[config.mk]
export PLATFORM = sky130hd
export DESIGN_NAME = itf_ram
export DESIGN_NICKNAME = d
export VERILOG_FILES = /design/src/itf_ram.sv
export SDC_FILE = /design/constraint.sdc
export NUM_CORES = 1
export LEC_CHECK = 0
export ABC_AREA = 1
export BUFFER_PORTS_ARGS = -buffer_cell sky130_fd_sc_hd__clkbuf_2
export CAP_MARGIN = 20
export CORE_MARGIN = 5
export CORE_UTILIZATION = 30
export CTS_BUF_LIST = sky130_fd_sc_hd__clkbuf_8 sky130_fd_sc_hd__clkbuf_16
export CTS_CLUSTER_SIZE = 14
export DETAILED_ROUTE_END_ITERATION = 10
export GPL_ROUTABILITY_DRIVEN = 0
export GPL_TIMING_DRIVEN = 0
export PLACE_DENSITY = 0.42
export SLEW_MARGIN = 10
export SYNTH_ARGS = -nofsm -noshare
export SYNTH_HDL_FRONTEND = slang
export SYNTH_SLANG_ARGS = --single-unit
export TNS_END_PERCENT = 20
[constraint.sdc]
create_clock -name clk -period 2.71 [get_ports clk]
set_input_delay 0.6775 -clock clk [delete_from_list [all_inputs] [get_ports clk]]
set_output_delay 0.6775 -clock clk [all_outputs]
set_load 0.1 [all_outputs]
[src/itf_ram.sv]
// ----------------------------------------------------------------------------
// itf_ram
// Simple dual-port RAM: one write port, one read port with registered data.
// ----------------------------------------------------------------------------
`default_nettype none

module itf_ram #(
  parameter int WIDTH = 8,
  parameter int DEPTH = 16
) (
  input  logic                     clk,
  input  logic                     we,
  input  logic [$clog2(DEPTH)-1:0] waddr,
  input  logic [WIDTH-1:0]         wdata,
  input  logic                     re,
  input  logic [$clog2(DEPTH)-1:0] raddr,
  output logic [WIDTH-1:0]         rdata
);

  logic [WIDTH-1:0] mem [DEPTH];

  always_ff @(posedge clk) begin
    if (we) begin
      mem[waddr] <= wdata;
    end
    if (re) begin
      rdata <= mem[raddr];
    end
  end

endmodule

`default_nettype wire

==> flow_summary.json, run 1 <==
{
  "status": "complete, no violations",
  "layout-drive-gt1-share_pct": 13.20,
  "comb_power_share_pct": 7.1,
  "rows": 51,
  "synthTopCellsByCount": "nand2_1 (173), edfxtp_1 (136), inv_1 (100)",
  "first_iter_violations": 355,
  "regArea_mm2": 0.004084,
  "ctsHoldBuffers": 0,
  "cts_root_buf": "clkbuf_16",
  "pwr-share-seq_pct": 43.9,
  "htreeDepth": 4,
  "crit_family": "buffers and inverters",
  "synth_enable_flop_cells": 136,
  "die-area_mm2": 0.02238,
  "synth.avg_cell_area_um2": 10.61,
  "slew_headroom_pct": 33.84,
  "synth_ff_type": "edfxtp_1",
  "vias": 3803,
  "r2r_setup_slack_ns": 1.52,
  "critPathRequiredTime_ns": 2.03,
  "die_h_um": 149.6,
  "ys_seq_area_share_pct": 69.85,
  "arrival_ns": 1.20,
  "clk_transition_reported_paths_ns": 0.06,
  "synth_area_mm2": 0.005847,
  "routed_wl_mm": 15.78,
  "async_flop_share_pct": 0,
  "tritoncts": "done",
  "hold_class": "input pin to flop",
  "slew_violations": 0,
  "start_util_pct": 30.24,
  "yosys-top-cells-area": "edfxtp_1 (70%), nand2_1 (11%), nand3_1 (8.3%)",
  "ys_seq_elements": 136,
  "p_switching_mw": 1.233,
  "min_period_ns": 1.880,
  "netSwitchingFraction_pct": 22.75,
  "yosysMostFrequentCell": "nand2_1",
  "ant_nets": 0,
  "worstSetupStartpointType": "flop",
  "cp_cell_sequence": "clkbuf_2",
  "internal_power_mw": 4.189,
  "antenna_found_initial": 0,
  "clk_path_buf_depth": 2,
  "max_freq_mhz": 531.8,
  "wl_per_cell_um": 18.12,
  "setup_viol": 0,
  "rsz0062_at_grt": "false",
  "pwr_density_cell_mw_per_mm2": 778.2,
  "antenna_cells": 0,
  "avgViaCountPerCell": 4.366,
  "cts_setup_buffers": 0,
  "cts_buffers": 17,
  "grt_pass1_wl_mm": 23.29,
  "slowest_stage": "clkbuf_2",
  "core_mm2": 0.01933,
  "grt_usage_pct": 14.71,
  "fin_crit_sh_pct": 69.39,
  "die_x_um": 149.6,
  "peakVddDrop_mv": 0.4409,
  "nFillCells": 1920,
  "overflow": 0,
  "post_synth_num_cell_types": 11,
  "criticalPathCategory": "flop to output port",
  "hpwl_mm": 10.38,
  "multi_input_area_mm2": 0.001214,
  "dr.pass1.iters": 5,
  "numClockSinks": 136,
  "nNetsFinal": 612,
  "netlist_instances": 551,
  "post_cts_resized": 0,
  "worst_pin_slew_ns": 0.9888,
  "synth_fp_nets": 570,
  "skew_ns": 0.01403,
  "synth_area_leader_cell": "edfxtp_1",
  "cp_max_fo": 1,
  "final_util_pct": 36.04,
  "synthToLayoutAreaGrowth_pct": 19.17,
  "drc": 0,
  "tns_ns": 0,
  "clock_latency_ns": 0.43,
  "io_pins": 27,
  "hold_viol": 0,
  "ys_warn_count": 0,
  "portBuffers": 23,
  "cpPeakStageDelay_ns": 0.45,
  "leakagePower_nw": 2.954,
  "end_kind": "output port",
  "maxCapViolCount": 0,
  "synth_top_area_share_pct": 69.85,
  "grt_pass1_vias": 3583,
  "pwr-share-clk_pct": 49.0,
  "grt_max_degree": 17,
  "worst-path-buf-inv": 1
}
## flip-flops by register name, summed over array words and instances, names as in the netlist
signal  cells
mem       128
rdata       8
## layout make-up
type                            count  share of cell area [%]
Sequential cell                   136                   58.61
Multi-Input combinational cell    289                   17.42
Clock buffer                       17                   6.105
Inverter                          102                   5.495
Tap cell                          265                   4.758
Clock inverter                     15                   3.573
Buffer                             24                   2.388
Timing Repair Buffer               23                   1.652
## logic make-up (layout without fill, tap and decap cells)
family | Yosys count | after routing | share of synthesized area, %
flip-flops | 136 | 136 | 69.85
AND/OR/NAND/NOR | 289 | 289 | 20.76
buffers and inverters | 126 | 181 | 9.394
## placed cells by master, fill, tap and decap left out, types with 3 or more instances in the layout
| cell type | synthesis | routed |
|---|---|---|
| buf_4 | 4 | 4 |
| buf_2 | 13 | 13 |
| clkbuf_2 | 0 | 23 |
| bufinv_16 | 0 | 6 |
| clkinv_4 | 0 | 3 |
| buf_6 | 6 | 6 |
| edfxtp_1 | 136 | 136 |
| nand3_1 | 97 | 97 |
| nand2_1 | 173 | 173 |
| inv_1 | 100 | 100 |
| nor2_1 | 17 | 17 |
| clkbuf_16 | 0 | 17 |
## routing by layer
layer / wire length (um) / track usage, % / part of all wire [%]
met5: 0 / 0 / 0
met4: 229 / 4.714 / 1.5
met3: 698 / 3.604 / 4.4
met2: 7121 / 21.88 / 45
met1: 7732 / 21.18 / 49
## power by group through the flow
stage	Clock (mW)	Combinational [mW]	Sequential (mW)
after floorplan	0	0.166	2.50
after global placement	0	0.387	2.42
after detailed placement	0	0.390	2.43
after CTS	2.70	0.391	2.38
after global routing	2.78	0.419	2.38
final	2.66	0.386	2.38
## stage by stage
| step | std cells | hold slack (ns) | setup slack (ns) | area [um^2] | power [mW] |
|---|---|---|---|---|---|
| final | 871 | 0.5954 | 0.8297 | 6968 | 5.423 |
| after global routing | 871 | 0.6021 | 0.7769 | 6968 | 5.588 |
| after floorplan | 551 | 0.6829 | 1.082 | 5847 | 2.664 |
| after detailed placement | 839 | 0.8026 | 0.4115 | 6294 | 2.816 |
| after global placement | 839 | 0.7873 | 0.5309 | 6294 | 2.811 |
| after CTS | 871 | 0.5885 | 0.8004 | 6968 | 5.471 |
## path summary, 6_finish.rpt
check / startpoint / endpoint / cells after the start
hold / removal: re / rdata[1]$_DFFE_PP_ / 1
hold reg to reg: mem[0][6]$_DFFE_PP_ / rdata[6]$_DFFE_PP_ / 6
setup / recovery: rdata[7]$_DFFE_PP_ / rdata[7] / 1
setup reg to reg: mem[15][7]$_DFFE_PP_ / rdata[7]$_DFFE_PP_ / 6
(Power assumes the default switching activity.)
==> inputs of run 2 (changes only) <==
PLACE_DENSITY = 0.43   (was 0.42)
clock period = 1.7 ns   (was 2.71 ns; I/O delays follow)
==> run 2 against run 1 <==
  * Non-clock buffer count did not move
  * Hold slack worse by 0.24 ns
  * Sequential power increased by 60%
  * Power up 50%
  * Largest power group is now sequential cells
==> flow_summary.json, run 2 (synthesized netlist as in run 1, its figures left out) <==
{
  "status": "complete, no violations",
  "slew_violations": 0,
  "crit_family": "buffers and inverters",
  "routed_wl_mm": 15.56,
  "largest_register_ffs": 128,
  "antenna_found_initial": 0,
  "top_register": "mem",
  "tritoncts": "done",
  "hold_viol": 0,
  "place_ws_ns": -0.2997,
  "die_h_um": 149.6,
  "leakagePower_nw": 2.940,
  "cts_buffers": 17,
  "skew_ns": 0.006796,
  "worst_pin_slew_ns": 0.9614,
  "cp_cell_sequence": "clkbuf_2",
  "portBuffers": 23,
  "max_freq_mhz": 618.0,
  "internal_power_mw": 6.327,
  "nNetsFinal": 612,
  "hold_class": "input pin to flop",
  "htreeDepth": 4,
  "rsz0062_at_grt": "false",
  "instances_no_fill": 871,
  "post_cts_resized": 0,
  "dpl_cell_area_mm2": 0.006294,
  "grt_max_degree": 17,
  "grt_usage_pct": 14.73,
  "die_x_um": 149.6,
  "dp.cells": 839,
  "cpPeakStageDelay_ns": 0.45,
  "comb_power_share_pct": 7.5,
  "hold_path_depth": 1,
  "maxCapViolCount": 0,
  "die-area_mm2": 0.02238,
  "setup_viol": 0,
  "start_util_pct": 30.24,
  "final_cell_mix": "nand2_1 (173), edfxtp_1 (136), inv_1 (105)",
  "antenna_cells": 0,
  "peakVddDrop_mv": 0.5510,
  "final_common_cell": "nand2_1",
  "top_regs": "mem x128, rdata x8",
  "drc": 0,
  "crit_cells": 1,
  "hpwl_mm": 10.35,
  "overflow": 0,
  "io_pins": 27,
  "cts_setup_buffers": 0,
  "avgViaCountPerCell": 4.352,
  "worst-path-buf-inv": 1,
  "dr.pass1.iters": 5,
  "nFillCells": 1931,
  "clk_transition_reported_paths_ns": 0.06,
  "slew_headroom_pct": 35.67,
  "clk_path_buf_depth": 2,
  "grt_pass1_vias": 3760,
  "p_switching_mw": 1.826,
  "worstSetupStartpointType": "flop",
  "ant_nets": 0,
  "netSwitchingFraction_pct": 22.40,
  "synthToLayoutAreaGrowth_pct": 17.83,
  "vias": 3791,
  "layout-drive-gt1-share_pct": 12.21,
  "criticalPathCategory": "flop to output port",
  "critPathRequiredTime_ns": 1.27,
  "clock_latency_ns": 0.42,
  "fin_crit_sh_pct": 95.18,
  "slowest_stage": "clkbuf_2",
  "grt_pass1_wl_mm": 23.57,
  "cp_max_fo": 1,
  "pwr-share-clk_pct": 45.9,
  "pwr_density_cell_mw_per_mm2": 1183,
  "arrival_ns": 1.19,
  "pwr-share-seq_pct": 46.6,
  "wl_per_cell_um": 17.86,
  "rows": 51,
  "design_area_mm2": 0.006889,
  "final_util_pct": 35.63,
  "ctsHoldBuffers": 0,
  "numClockSinks": 136,
  "min_period_ns": 1.618,
  "end_kind": "output port",
  "first_iter_violations": 338,
  "worstRegToRegCells": 6,
  "cts_root_buf": "clkbuf_16",
  "fin_ws_ns": 0.08194,
  "core_mm2": 0.01933
}
==> run 2: cell types whose count changed in the layout (fill, tap and decap cells not counted), sizes merged <==
cell / before / now
inv: 104 / 107
bufinv: 6 / 4
clkinvlp: 2 / 1
==> run 2: layout make-up <==
class | count | area, um^2 | share of cell area (%)
plain buffers | 24 | 166.4 | 2.416
flip-flops and latches | 136 | 4084 | 59.28
multi-input cells | 289 | 1214 | 17.62
well taps | 265 | 331.6 | 4.813
inverters | 102 | 382.9 | 5.558
repair buffers | 23 | 115.1 | 1.671
clock inverters | 15 | 170.2 | 2.470
clock buffers | 17 | 425.4 | 6.175
==> run 2: worst register-to-register path, stage by stage, from the launching register on <==
cell and delay (ns):
edfxtp_1 0.36, inv_1 0.06, nand2_1 0.05, nand3_1 0.12, nand3_1 0.09, nand3_1 0.14
nand2_1 0.12
==> run 2: metrics by stage <==
| stage | setup TNS, ns | hold WS [ns] | total power [mW] |
|---|---|---|---|
| floorplan | 0 | 0.5239 | 4.247 |
| global placement | -19.17 | 0.7719 | 4.480 |
| detailed placement | -22.77 | 0.7794 | 4.486 |
| CTS | 0 | 0.3511 | 8.216 |
| global route | 0 | 0.3619 | 8.435 |
| finish | 0 | 0.3592 | 8.153 |
==> run 2: layer usage <==
layer	wire length [um]	up-vias	share of wire (%)	GRT usage, %
met5	0	-	0	0
met3	601	21	3.9	3.331
li1	-	1864	-	-
met1	7603	1826	49	20.50
met4	346	0	2.2	5.629
met2	7006	80	45	22.49
==> run 2: worst paths after layout <==
check | slack, ns | from | end
min | 0.36 | re | rdata[5]$_DFFE_PP_
max | 0.08 | rdata[3]$_DFFE_PP_ | rdata[3]
max reg2reg | 0.49 | mem[8][2]$_DFFE_PP_ | rdata[2]$_DFFE_PP_
min reg2reg | 0.79 | mem[13][5]$_DFFE_PP_ | rdata[5]$_DFFE_PP_
==> run 2: power groups by stage <==
stage | Combinational, mW | Sequential, mW | Clock, mW
6_report | 0.613 | 3.80 | 3.74
5_1_grt | 0.668 | 3.80 | 3.96
4_1_cts | 0.621 | 3.80 | 3.80
3_5_place_dp | 0.619 | 3.87 | 0
3_3_place_gp | 0.615 | 3.86 | 0
2_1_floorplan | 0.265 | 3.98 | 0
